[config.mk]
export PLATFORM = sky130hd
export DESIGN_NAME = srbc_pstore
export DESIGN_NICKNAME = d
export VERILOG_FILES = /design/src/rtl/srbc_pkg.sv /design/src/rtl/srbc_pstore.sv
export SDC_FILE = /design/constraint.sdc
export NUM_CORES = 2
export LEC_CHECK = 0
export ABC_CLOCK_PERIOD_IN_PS = 6600
export BUFFER_PORTS_ARGS = -buffer_cell sky130_fd_sc_hd__buf_2
export CAP_MARGIN = 15
export CELL_PAD_IN_SITES_DETAIL_PLACEMENT = 1
export CELL_PAD_IN_SITES_GLOBAL_PLACEMENT = 2
export CORE_MARGIN = 4
export CORE_UTILIZATION = 40
export CTS_CLUSTER_SIZE = 16
export DETAILED_ROUTE_END_ITERATION = 10
export PLACE_DENSITY_LB_ADDON = 0.2
export SLEW_MARGIN = 5
export SYNTH_ARGS = -nofsm -noshare
export SYNTH_HDL_FRONTEND = slang
export SYNTH_MEMORY_MAX_BITS = 65536
export SYNTH_SLANG_ARGS = --single-unit
[constraint.sdc]
create_clock -name clk -period 6.6 [get_ports clk]
set_clock_uncertainty 0.05 [all_clocks]
set_input_delay 0.33 -clock clk [delete_from_list [all_inputs] [get_ports clk]]
set_output_delay 0.33 -clock clk [all_outputs]
set_load 0.02 [all_outputs]
[src/rtl/srbc_pkg.sv]
`default_nettype none

package srbc_pkg;

	localparam int NUM_REGS          = 6;
	localparam int XLEN              = 64;
	localparam int PROGRAM_DEPTH_DEF = 64;
	localparam int S_TDATA_W         = 80;
	localparam int S_TUSER_W         = 2;
	localparam int M_TDATA_W         = XLEN * (NUM_REGS + 1);
	localparam int M_TUSER_W         = 2;
	localparam int CFG_INDEX_W       = 2;
	localparam int CFG_DATA_W        = 32;

	typedef logic [NUM_REGS-1:0][XLEN-1:0] regs_t;

	typedef enum logic [1:0] {
		ACT_LOAD    = 2'd0,
		ACT_STEP    = 2'd1,
		ACT_RESTART = 2'd2
	} act_t;

	typedef enum logic [1:0] {
		ST_DONE   = 2'd0,
		ST_HALTED = 2'd1,
		ST_BAD    = 2'd2
	} status_t;

	typedef enum logic [CFG_INDEX_W-1:0] {
		CFG_PC_BINDING     = 2'd0,
		CFG_PROGRAM_LENGTH = 2'd1,
		CFG_START_VALUE    = 2'd2
	} cfg_idx_t;

	typedef enum logic [3:0] {
		OP_ADDR = 4'd0,
		OP_ADDI = 4'd1,
		OP_MULR = 4'd2,
		OP_MULI = 4'd3,
		OP_BANR = 4'd4,
		OP_BANI = 4'd5,
		OP_BORR = 4'd6,
		OP_BORI = 4'd7,
		OP_SETR = 4'd8,
		OP_SETI = 4'd9,
		OP_GTIR = 4'd10,
		OP_GTRI = 4'd11,
		OP_GTRR = 4'd12,
		OP_EQIR = 4'd13,
		OP_EQRI = 4'd14,
		OP_EQRR = 4'd15
	} op_t;

	// One program word.
	typedef struct packed {
		op_t         opcode;
		logic [2:0]  dest;
		logic [31:0] operand_a;
		logic [31:0] operand_b;
	} instr_t;

	// Decode and execute results handed from the ALU to the control logic.
	typedef struct packed {
		logic            bad;
		logic            is_mul;
		logic [XLEN-1:0] va;
		logic [XLEN-1:0] vb;
		logic [XLEN-1:0] res;
	} exec_t;

	function automatic logic a_is_reg(op_t op);
		return op inside {OP_ADDR, OP_ADDI, OP_MULR, OP_MULI, OP_BANR, OP_BANI,
			OP_BORR, OP_BORI, OP_SETR, OP_GTRI, OP_GTRR, OP_EQRI, OP_EQRR};
	endfunction

	function automatic logic b_is_reg(op_t op);
		return op inside {OP_ADDR, OP_MULR, OP_BANR, OP_BORR, OP_GTIR, OP_GTRR,
			OP_EQIR, OP_EQRR};
	endfunction

endpackage

`default_nettype wire

[src/rtl/srbc_pstore.sv]
`default_nettype none

module srbc_pstore #(
	parameter int PROGRAM_DEPTH = srbc_pkg::PROGRAM_DEPTH_DEF,
	parameter int AW            = (PROGRAM_DEPTH > 1) ? $clog2(PROGRAM_DEPTH) : 1
) (
	input  wire logic                clk,
	input  wire logic                wr_en,
	input  wire logic [AW-1:0]       wr_addr,
	input  wire srbc_pkg::instr_t    wr_data,
	input  wire logic                rd_en,
	input  wire logic [AW-1:0]       rd_addr,
	output srbc_pkg::instr_t         rd_data
);

	srbc_pkg::instr_t mem_q [PROGRAM_DEPTH];
	srbc_pkg::instr_t rd_data_q;

	always_ff @(posedge clk) begin
		if (wr_en) begin
			mem_q[wr_addr] <= wr_data;
		end
	end

	// The read word holds until the next read, so a stalled step keeps it.
	always_ff @(posedge clk) begin
		if (rd_en) begin
			rd_data_q <= mem_q[rd_addr];
		end
	end

	assign rd_data = rd_data_q;

endmodule

`default_nettype wire

Word-level counts from Yosys, hierarchy flattened
Memory sizes are Yosys's and may differ from the RTL's. A register that Yosys moved wholly into a read port is not among the register bits.
Index checks and enable logic that the tools add are counted.
- mux-type cells: 2
- operators by type and width (operator ; number):
    $mux 1 ; 2
- bits in registers: 0
- memory bits (writable): 4544
- input port bits: 86
- word-level logic and storage cells: 3
- memories kept: 1
- memories (name ; depth ; bits a word ; rd ports ; clocked after memory_dff ; write ports ; line ; RTL):
    mem_q ; 64 ; 71 ; 1 ; 1 ; 1 ; srbc_pstore.sv:16 ; srbc_pkg::instr_t mem_q [PROGRAM_DEPTH];

Longest topological paths before layout
- depth after elaboration: 2
- mapped depth: 8
- gate-level depth less buffers: 4

Least setup slack after synthesis
Ideal clock, no wire load.
- path kind: in2reg
- start point: in wr_addr[3]
- end point: mem mem_q[48][0] (netlist bit), enable pin
- setup time: 587 ps
- arrival: 5671 ps
- data required time: 5963 ps
- path slack: 292 ps
- stages on the path: 4
- path buffers: 1
- cells stage by stage: clkbuf_1 -> nor2b_1 -> nand4b_1 -> nor3_1
- RTL lines (element ; line ; RTL):
    start: declaration ; srbc_pstore.sv:9 ; input wire logic [AW-1:0] wr_addr,
    end: declaration ; srbc_pstore.sv:16 ;
No word-level cell before the write port.

Final worst setup path
- start point: in wr_addr[1]
- end point: mem mem_q[19][17] (netlist bit), enable pin
No word-level cell before the write port.

==> metrics.md <==
| Metric | Value |
|---|---|
| Fraction of power spent switching nets | `21.87%` |
| Synth top area cells | `edfxtp_1, mux4_2, a22oi_1` |
| Switching power | `13.47 mW` |
| Via count of the first global-routing pass | `just under 90k` |
| Fin. max-slew vios | `0` |
| Crit path kind | `in -> reg` |
| Number of iterations in the first detailed-routing pass | `5` |
| Total of flip-flops plus latches after synthesis | `4615` |
| RSZ-0062 raised after global routing | `false` |
| Number of buffers between clock root and the deepest sink | `4` |
| CP delay by family, top | `simple AND/OR/NAND/NOR gates` |
| Net count, final | `just under 8k` |
| Pre-CTS worst setup slack | `around 2.7 ns` |
| Cell leakage power | `61.17 nW` |
| Die Span Y | `666.6 um` |
| Drt initial violations | `12.18k` |
| Cell with the most instances after synthesis | `edfxtp_1` |
| Time the worst path needs with I/O delays and setup | `3.332 ns` |
| Arrival time of data at the critical path endpoint | `around 3.9 ns` |
| Relative contribution of sequential cells to total power | `53.0%` |
| Number of antenna violations at the first check in global routing | `51` |
| Transition at the pin with the smallest max-transition slack | `approximately 1.4 ns` |
| Antenna Violating Nets Remaining | `0` |
| Detailed-route via count | `around 86k` |
| Number of buffers and inverters on the critical path | `3` |
| Num ports | `157` |
| First-pass GRT wire length | `766000 um` |
| Combinational power share | `between 4 and 5%` |
| Required time at the endpoint of the critical path | `7.20 ns` |
| Number of flops mapped to enable cells by yosys | `about 4.6k` |
| Top-area cell type share of the netlist area | `around four fifths` |
| Effective utilization at floorplan | `40.20%` |
| Sum of overflow across all layers after global routing | `0` |
| Synthesis-to-finish area growth | `14.55%` |
| Weighted congestion at the end of routability-driven global placement | `roughly 0.74` |
| Dominant combinational cell family by area after synthesis | `multiplexers` |
| Clock sink total | `4615` |
| Number of H-tree levels | `5` |
| Detailed Place HPWL | `approximately 280000 um` |
| Netlist area before placement | `173500 um^2` |
| TritonCTS Buffers | `471` |
| CP max stage delay | `about 1.2 ns` |
| Site row count | `241` |
| Peak supply drop | `roughly 0.23 mV` |
| Horizontal extent of the die | `666.6 um` |
| Max capacitance violation total | `0` |
| Worst setup slack after layout | `3.268 ns` |
| Fraction of synthesized cell area in xor and xnor cells | `0%` |
| Largest area contributor in the synthesized netlist | `edfxtp_1` |
| Number of design rule violations left after detail routing | `0` |
| Post-Synthesis Cells | `7207` |
| Final core utilization | `46.05%` |
| Detail-routed net length per standard cell | `40.54 um` |
| Hold violation count in the final report | `0` |
| Total Die Area | `444300 um^2` |
| Number of cells in the design after placement | `12.89k` |
| Commonest register cell after synthesis | `edfxtp_1` |
| Clock tree from TritonCTS | `done` |
| Cell at the slowest stage of the critical path | `nor2_4` |
| IO buf count | `156` |
| Mapped Avg Cell Area | `24.07 um^2` |
| Share of flip-flops with an asynchronous set or reset | `0%` |
| Internal power summed over all cells | `48.10 mW` |
| Setup Fix Bufs, Post-CTS | `0` |
| Register clock-pin slew on the reported worst setup and hold paths | `0.06 ns` |
| Final Setup Violations | `0` |
| Sort of element at the end of the critical path | `flop` |
| Worst-path fanout max | `21` |
| Total detailed-routing wirelength | `561200 um` |
| Layout Cells excl Fill | `between 10k and 15k` |
| Top cells by count, synth | `edfxtp_1, mux4_2, a22oi_1` |
| CORE AREA | `approximately 430000 um^2` |
| Total Neg Setup Slack | `0 ns` |
| Number of unique standard cell types used by synthesis | `29` |
| Cells along the critical path | `dlygate4sd3_1, buf_2, nor2b_1, nand3_1, nor2_4, buf_4` |
| Tot GR Track Use | `25.08%` |
| Share of the clock period used by the worst path after layout | `50.48%` |
| Avg Vias per Cell | `just over 6` |
| Power density of the placed cells | `309.8 nW/um^2` |
| Source-to-sink clock delay at the later pin of the worst-skew pair | `1.01 ns` |
| Simple-gate share of the synthesized area | `0.8777%` |
| Achievable frequency | `300.1 MHz` |
| Synth Warn # | `0` |
| Run status | `finished, final reports clean` |
| Clock network power share | `42.2%` |
| Clock tree root driver cell | `clkbuf_16` |
| Fraction of final layout cells sized beyond drive strength 1 | `27.98%` |
| Normalized max-slew margin | `8.461%` |
| Post-synthesis share of cell area spent on full adders, half adders and majority gates | `0%` |
| Mux cell area share after synthesis | `about 15%` |
| Sequential area share after synthesis | `between 70% and 80%` |
| Fraction of the mapped netlist area in compound gates | `2.707%` |
| Largest net degree at the start of global routing | `between 100 and 150` |
| Worst min-delay path class | `in -> reg` |
| Syn nets | `7293` |
| Critical path startpoint category | `primary input` |
==> flip-flops by register name (all words and copies together) (netlist names) <==
register  cells
mem_q      4544
rd_data      71
==> layout by cell type (no fill, tap or decap), drive strengths merged <==
cell type	instances
nand3	125
or2	2
edfxtp	4615
clkinvlp	11
inv	14
o221ai	50
nand4b	1
or3	3
nand4	2
a22oi	284
nor2	116
nand2b	9
nand2	8
dlygate4sd3	60
mux4	1136
a221oi	1
and2	3
clkinv	229
buf	413
o211a	71
mux2i	114
nor3	2
or3b	4
bufinv	35
diode	9
o22ai	141
nor2b	9
a211oi	70
nand3b	27
clkbuf	569
==> per-layer routing <==
metal	vias to the layer above	share of wire [%]	global-route usage, %
met5	-	0.014	0
met4	12	2.7	6.335
met3	785	7.4	3.755
met2	3936	49	40.54
met1	49010	41	35.95
li1	32550	-	-
==> power by group through the flow <==
stage | clock network [mW] | logic (mW) | registers (mW)
floorplan | 0 | 1.49 | 33.2
global placement | 0 | 2.85 | 33.3
detailed placement | 0 | 2.91 | 33.3
CTS | 26.4 | 2.94 | 32.7
global route | 27.7 | 3.11 | 32.6
finish | 26.0 | 2.95 | 32.6
==> logic make-up (layout without fill, tap and decap cells) <==
| kind of cell | Yosys count | count (layout) |
|---|---|---|
| other cells | 0 | 9 |
| simple gates | 311 | 311 |
| compound gates | 617 | 617 |
| buf+inv | 414 | 1331 |
| mux | 1250 | 1250 |
| flops | 4615 | 4615 |
==> path summary, 6_finish.rpt <==
check	startpoint	endpoint	slack, ns	cells past startpoint
setup reg to reg	mem_q[55][31]	rd_data[31]	4.51	4
hold / removal	wr_data[45]	mem_q[45][45]	0.03	1
setup / recovery	wr_addr[1]	mem_q[19][17]	3.27	6
hold reg to reg	mem_q[6][8]	rd_data[8]	0.87	4
==> timing repair <==
action	CTS	global route
gates resized for setup	0	0
endpoints found under the hold margin	1310	1258
hold buffers	37	23
==> layout make-up <==
class | count | area [um^2]
diodes | 9 | 22.52
flip-flops and latches | 4615 | 138600
clock buffers | 569 | 12220
fillers | 38160 | 232800
repair buffers | 473 | 4591
multi-input cells | 2178 | 33520
clock inverters | 289 | 2641
well taps | 5710 | 7144
==> through the flow <==
stage | power (mW) | hold WS, ns | cell area (um^2)
after floorplan | 34.74 | 0.3789 | 173500
after global placement | 36.11 | 0.7462 | 182700
after detailed placement | 36.19 | 0.7526 | 182700
after CTS | 62.04 | 0.001233 | 198000
after global routing | 63.48 | 0.06606 | 198700
final | 61.57 | 0.02898 | 198700
No activity file was read; power rests on OpenSTA's default activity.
