File: config.mk
export PLATFORM = sky130hd
export DESIGN_NAME = srbc_alu
export DESIGN_NICKNAME = d
export VERILOG_FILES = /design/src/rtl/srbc_pkg.sv /design/src/rtl/srbc_alu.sv
export SDC_FILE = /design/constraint.sdc
export NUM_CORES = 1
export LEC_CHECK = 0
export BUFFER_PORTS_ARGS = -buffer_cell sky130_fd_sc_hd__buf_4
export CAP_MARGIN = 20
export CORE_AREA = 2 2 275 277
export DETAILED_ROUTE_END_ITERATION = 16
export DIE_AREA = 0 0 277 279
export PLACE_DENSITY = 0.61
export SYNTH_ARGS = -nofsm -noshare
export SYNTH_HDL_FRONTEND = slang
export SYNTH_SLANG_ARGS = --single-unit
export TNS_END_PERCENT = 100
File: constraint.sdc
create_clock -name vclk -period 6.7
set_input_delay 0 -clock vclk [all_inputs]
set_output_delay 0 -clock vclk [all_outputs]
set_load 0.01 [all_outputs]
File: src/rtl/srbc_pkg.sv
`default_nettype none

package srbc_pkg;

	localparam int NUM_REGS          = 6;
	localparam int XLEN              = 64;
	localparam int PROGRAM_DEPTH_DEF = 64;
	localparam int S_TDATA_W         = 80;
	localparam int S_TUSER_W         = 2;
	localparam int M_TDATA_W         = XLEN * (NUM_REGS + 1);
	localparam int M_TUSER_W         = 2;
	localparam int CFG_INDEX_W       = 2;
	localparam int CFG_DATA_W        = 32;

	typedef logic [NUM_REGS-1:0][XLEN-1:0] regs_t;

	typedef enum logic [1:0] {
		ACT_LOAD    = 2'd0,
		ACT_STEP    = 2'd1,
		ACT_RESTART = 2'd2
	} act_t;

	typedef enum logic [1:0] {
		ST_DONE   = 2'd0,
		ST_HALTED = 2'd1,
		ST_BAD    = 2'd2
	} status_t;

	typedef enum logic [CFG_INDEX_W-1:0] {
		CFG_PC_BINDING     = 2'd0,
		CFG_PROGRAM_LENGTH = 2'd1,
		CFG_START_VALUE    = 2'd2
	} cfg_idx_t;

	typedef enum logic [3:0] {
		OP_ADDR = 4'd0,
		OP_ADDI = 4'd1,
		OP_MULR = 4'd2,
		OP_MULI = 4'd3,
		OP_BANR = 4'd4,
		OP_BANI = 4'd5,
		OP_BORR = 4'd6,
		OP_BORI = 4'd7,
		OP_SETR = 4'd8,
		OP_SETI = 4'd9,
		OP_GTIR = 4'd10,
		OP_GTRI = 4'd11,
		OP_GTRR = 4'd12,
		OP_EQIR = 4'd13,
		OP_EQRI = 4'd14,
		OP_EQRR = 4'd15
	} op_t;

	// One program word.
	typedef struct packed {
		op_t         opcode;
		logic [2:0]  dest;
		logic [31:0] operand_a;
		logic [31:0] operand_b;
	} instr_t;

	// Decode and execute results handed from the ALU to the control logic.
	typedef struct packed {
		logic            bad;
		logic            is_mul;
		logic [XLEN-1:0] va;
		logic [XLEN-1:0] vb;
		logic [XLEN-1:0] res;
	} exec_t;

	function automatic logic a_is_reg(op_t op);
		return op inside {OP_ADDR, OP_ADDI, OP_MULR, OP_MULI, OP_BANR, OP_BANI,
			OP_BORR, OP_BORI, OP_SETR, OP_GTRI, OP_GTRR, OP_EQRI, OP_EQRR};
	endfunction

	function automatic logic b_is_reg(op_t op);
		return op inside {OP_ADDR, OP_MULR, OP_BANR, OP_BORR, OP_GTIR, OP_GTRR,
			OP_EQIR, OP_EQRR};
	endfunction

endpackage

`default_nettype wire

File: src/rtl/srbc_alu.sv
`default_nettype none

module srbc_alu (
	input  wire srbc_pkg::instr_t instr,
	input  wire srbc_pkg::regs_t  regs,
	input  wire logic [srbc_pkg::XLEN-1:0] pc,
	input  wire logic [2:0]  bind_idx,
	output srbc_pkg::exec_t  ex
);

	srbc_pkg::regs_t r;
	logic            a_reg;
	logic            b_reg;
	logic            a_big;
	logic            b_big;
	logic [2:0]      a_idx;
	logic [2:0]      b_idx;

	assign a_reg = srbc_pkg::a_is_reg(instr.opcode);
	assign b_reg = srbc_pkg::b_is_reg(instr.opcode);
	assign a_big = instr.operand_a >= 32'(srbc_pkg::NUM_REGS);
	assign b_big = instr.operand_b >= 32'(srbc_pkg::NUM_REGS);
	assign a_idx = instr.operand_a[2:0];
	assign b_idx = instr.operand_b[2:0];

	always_comb begin
		r = regs;
		// The bound register reads as the current program counter.
		if (bind_idx < 3'(srbc_pkg::NUM_REGS)) begin
			r[bind_idx] = pc;
		end

		ex.bad = (instr.dest >= 3'(srbc_pkg::NUM_REGS)) || (a_reg && a_big) ||
			(b_reg && b_big);
		ex.is_mul = (instr.opcode == srbc_pkg::OP_MULR) ||
			(instr.opcode == srbc_pkg::OP_MULI);

		if (a_reg) begin
			ex.va = a_big ? '0 : r[a_idx];
		end else begin
			ex.va = srbc_pkg::XLEN'(instr.operand_a);
		end
		if (b_reg) begin
			ex.vb = b_big ? '0 : r[b_idx];
		end else begin
			ex.vb = srbc_pkg::XLEN'(instr.operand_b);
		end

		case (instr.opcode)
			srbc_pkg::OP_ADDR, srbc_pkg::OP_ADDI: ex.res = ex.va + ex.vb;
			srbc_pkg::OP_BANR, srbc_pkg::OP_BANI: ex.res = ex.va & ex.vb;
			srbc_pkg::OP_BORR, srbc_pkg::OP_BORI: ex.res = ex.va | ex.vb;
			srbc_pkg::OP_SETR, srbc_pkg::OP_SETI: ex.res = ex.va;
			srbc_pkg::OP_GTIR, srbc_pkg::OP_GTRI, srbc_pkg::OP_GTRR:
				ex.res = srbc_pkg::XLEN'($signed(ex.va) > $signed(ex.vb));
			srbc_pkg::OP_EQIR, srbc_pkg::OP_EQRI, srbc_pkg::OP_EQRR:
				ex.res = srbc_pkg::XLEN'(ex.va == ex.vb);
			default: ex.res = '0;
		endcase
	end

endmodule

`default_nettype wire

---- Word-level counts from Yosys, hierarchy flattened ----
Index checks and enable logic that the tools add are counted.
storage, ports and cells
  register bits after elaboration ......... 0
  output and inout port bits .............. 194
  word-level logic and storage cells ...... 56
operators by class
  eq/ne operators ......................... 16
  mux-type cells .......................... 13
  reduce and logical (&&, ||, !) cells .... 15
  $add $sub $neg .......................... 1
  order comparisons ....................... 9
  bitwise operators ....................... 2
operators by type and width
  operator             number
  $mux 64              7
  $bmux 64 s3          2
  $bwmux 384           1
  $mux 384             1
  $pmux 64 s6          1
  $demux 64 s3         1
  $add 64x64->64       1
  $and 64x64->64       1
  $eq 64x64->1         1
  $ge 32x3->1 const B  2
  $gt 64x64->1         1
  $or 64x64->64        1
  $eq 4x4->1 const B   8
  $eq 4x3->1 const B   4
  $reduce_bool 13->1   1
  $lt 3x4->1 const B   3
  $eq 4x2->1 const B   2
  $reduce_bool 8->1    1
  $reduce_or 2->1      4
  $reduce_or 3->1      2
  $eq 4x1->1 const B   1
  $logic_not 4->1      1
  $ge 3x1->1 const B   1
  $ge 3x3->1 const B   1
  other kinds (3)      7

---- Depth between registers and ports, before layout ----
  depth in word-level cells ............... 12
  depth in mapped cells ................... 26
  gate-level depth less buffers ........... 21

---- Worst setup path after synthesis ----
No wires, ideal clock.
  path type ............................... input to output
  start point ............................. input port instr[0] (netlist name)
  end point ............................... output port ex[40] (netlist name)
  data arrival time ....................... 5.661 ns
  path buffers ............................ 4
  slack ................................... 1.039 ns
  stages .................................. 23
  cells stage by stage .................... buf_1 > clkbuf_1 > clkbuf_1 > buf_1 > mux4_2 > nor2_1 > a21oi_1 > o21ai_0 > ha_1 > inv_1 > fa_1 > nor2b_1 > o2111ai_1 > a21oi_1 > a311oi_1 > o21ai_0 > a31oi_1 > nand2_1 > nand2b_1 > o21a_1 > o31ai_1 > mux2_2 > o21ai_0
RTL lines
  what                line           source
  start: declaration  srbc_alu.sv:4  input wire srbc_pkg::instr_t instr,
  end: declaration    srbc_alu.sv:8  output srbc_pkg::exec_t ex

==> impl_metrics.json <==
{
  "p_switching_mw": 0.977,
  "crit_end": "ex[62]",
  "final_antenna_net_count": 0,
  "fin_nets": 4333,
  "avgSynthCellArea_sq_um": 6.75,
  "path_delay_family": "compound AO/OA/AOI/OAI gates",
  "outcome": "finished clean",
  "min_path_type": "in -> out",
  "yosysWarnings": 0,
  "core-area_sq_um": 74100,
  "setup-violations-final": 0,
  "power_frac_seq_pct": 0,
  "firstDrtPassIters": 6,
  "pwr-share-comb_pct": 100.0,
  "cpMostUsedCell": "buf_4",
  "drcViolationCount": 0,
  "whs_path_depth": 3,
  "layout_commonest_cell": "buf_4",
  "ys_types": 77,
  "via_per_inst": 6.12,
  "worst_setup_path_start_kind": "input pin",
  "wl_per_cell_um": 28.5,
  "floorplan.initialDensity_pct": 28.0,
  "fin_ws_ns": 0.331,
  "cp_num_buf_inv": 6,
  "post-cts-setup-buffers": 0,
  "antenna_found_initial": 33,
  "min-delay-start": "instr[9]",
  "crit_path_max_incr_delay_ns": 0.64,
  "drt-total-wl_mm": 132,
  "layout-drive-gt1-share_pct": 27.7,
  "post_cts_resized": 0,
  "track_usage_pct": 32.0,
  "required_ns": 6.70,
  "grt_pass1_wl_mm": 187,
  "place_ws_ns": 0.259,
  "swShare_pct": 58.1,
  "place.gp.congestion": 1.02,
  "peakVddDrop_v": 0.0000587,
  "die_y_um": 279,
  "ys_seq_area_share_pct": 0,
  "hold_buffers": 0,
  "dieArea_sq_um": 77300,
  "crit_slowest_cell": "or4_4",
  "critPathCaptureType": "output port",
  "grt_max_degree": 116,
  "grt-ovfl-total": 0,
  "tightest_slew_ns": 1.18,
  "synth_top_area_share_pct": 14.2,
  "hpwlAfterDp_mm": 106,
  "rsz0062_at_grt": "false",
  "num-clock-buffers": 0,
  "num_vias": 28200,
  "p_per_area_nw_per_um2": 61.1,
  "period_share_pct": 95.1,
  "cp-startpoint": "instr[30]",
  "fin_setup_tns_ns": 0,
  "internal_power_mw": 0.706,
  "syn-cell-area_sq_um": 20700,
  "nFlopsAndLatches": 0,
  "syn2layout_area_growth_pct": 32.9,
  "seq_area_sq_um": 0,
  "most-common-layout-cells": "853 x buf_4, 313 x nand2_1, 303 x o21ai_0",
  "p_clk_share_pct": 0,
  "worstSetupPathType": "in -> out",
  "hold_viol_final": 0,
  "grt_pass1_vias": 26300,
  "die_x_um": 277,
  "synth_largest_area_cell": "mux2i_1",
  "synthCells": 3071,
  "port-buffer-count": 715,
  "row_count": 100,
  "dr.first_iter.drc_count": 3360,
  "critPathMaxFanout": 13,
  "maxSlewViolCount": 0,
  "p_leak_nw": 12.3,
  "crit_cells": 25,
  "synthTopCellsByArea": "mux2i_1 14%, ha_1 11%, mux4_2 8.4%, o21ai_0 7.3%, nand2_1 5.7%",
  "worst_ep_arrival_time_ns": 6.37,
  "post-route-min-period_ns": 6.37,
  "syn_nets": 3783,
  "ioPinCount": 716,
  "max_freq_mhz": 157,
  "slew_headroom_pct": 20.5,
  "cap_viol_max_count": 0
}
how the worst min path moves through the flow:
stage / to / slack [ns]
CTS: ex[73] / 0.41
detailed placement: ex[73] / 0.41
global placement: ex[73] / 0.40
finish: ex[73] / 0.41
global route: ex[73] / 0.46
floorplan: ex[193] / 0.13
worst min-delay path: stages:
cell and delay, ns:
buf_4 0.09, a22o_1 0.18, buf_4 0.15
kinds of logic (layout without fill, tap and decap cells):
family | Yosys count | after routing | synth area share, %
simple gates | 838 | 838 | 19.0
mux | 382 | 382 | 23.2
fa+ha+maj | 190 | 190 | 11.5
buf+inv | 524 | 1072 | 9.70
compound gates | 1077 | 1077 | 34.0
xor+xnor | 60 | 60 | 2.54
other cells | 0 | 22 | 0
through the flow:
step	instance area, sq um	util [%]	instances	total power [mW]	hold slack, ns
final	27500	37.2	4610	1.68	0.415
after global routing	27500	37.2	4606	1.78	0.458
after detailed placement	27500	37.1	4587	1.63	0.405
after floorplan	20700	-	3071	0.846	0.130
after global placement	27500	37.1	4587	1.62	0.402
after CTS	27500	37.1	4587	1.63	0.408
final cells by class:
class | instances | area (sq um)
Antenna cell | 22 | 55.1
Fill cell | 8114 | 46500
Inverter | 203 | 762
Multi-Input combinational cell | 2547 | 18800
Tap cell | 969 | 1210
Timing Repair Buffer | 869 | 6670
synthesized netlist by cell type (17+ instances only):
cell type / number
a211oi_1: 53
o21bai_1: 27
a21oi_1: 152
o21ai_0: 304
nor4_1: 47
clkbuf_1: 245
nand3_1: 38
or4_1: 21
nor3_1: 38
nor2_1: 204
a311o_1: 17
a21o_1: 18
nand2b_1: 59
nand2_1: 314
a22oi_1: 63
mux2i_1: 293
xnor2_1: 46
nor2b_1: 54
a31oi_1: 76
buf_1: 51
o22ai_1: 85
ha_1: 189
o211ai_1: 64
mux4_2: 77
o221ai_1: 94
buf_2: 22
inv_1: 202
a22o_1: 34
power by group through the flow:
stage | registers, mW | logic (mW) | clock network [mW]
finish | 0 | 1.68 | 0.000000436
global route | 0 | 1.78 | 0.000000360
CTS | 0 | 1.63 | 0
detailed placement | 0 | 1.63 | 0
global placement | 0 | 1.62 | 0
floorplan | 0 | 0.846 | 0
metal layers:
metal  GRT usage [%]  vias to the layer above  routed length (um)
met5               0                        -                  66
met4            7.68                       10                4230
met3            8.53                      243               15100
met2            48.9                     1801               55700
met1            44.6                    13600               56400
li1                -                    12600                   -
No activity file was read; power rests on OpenSTA's default activity.
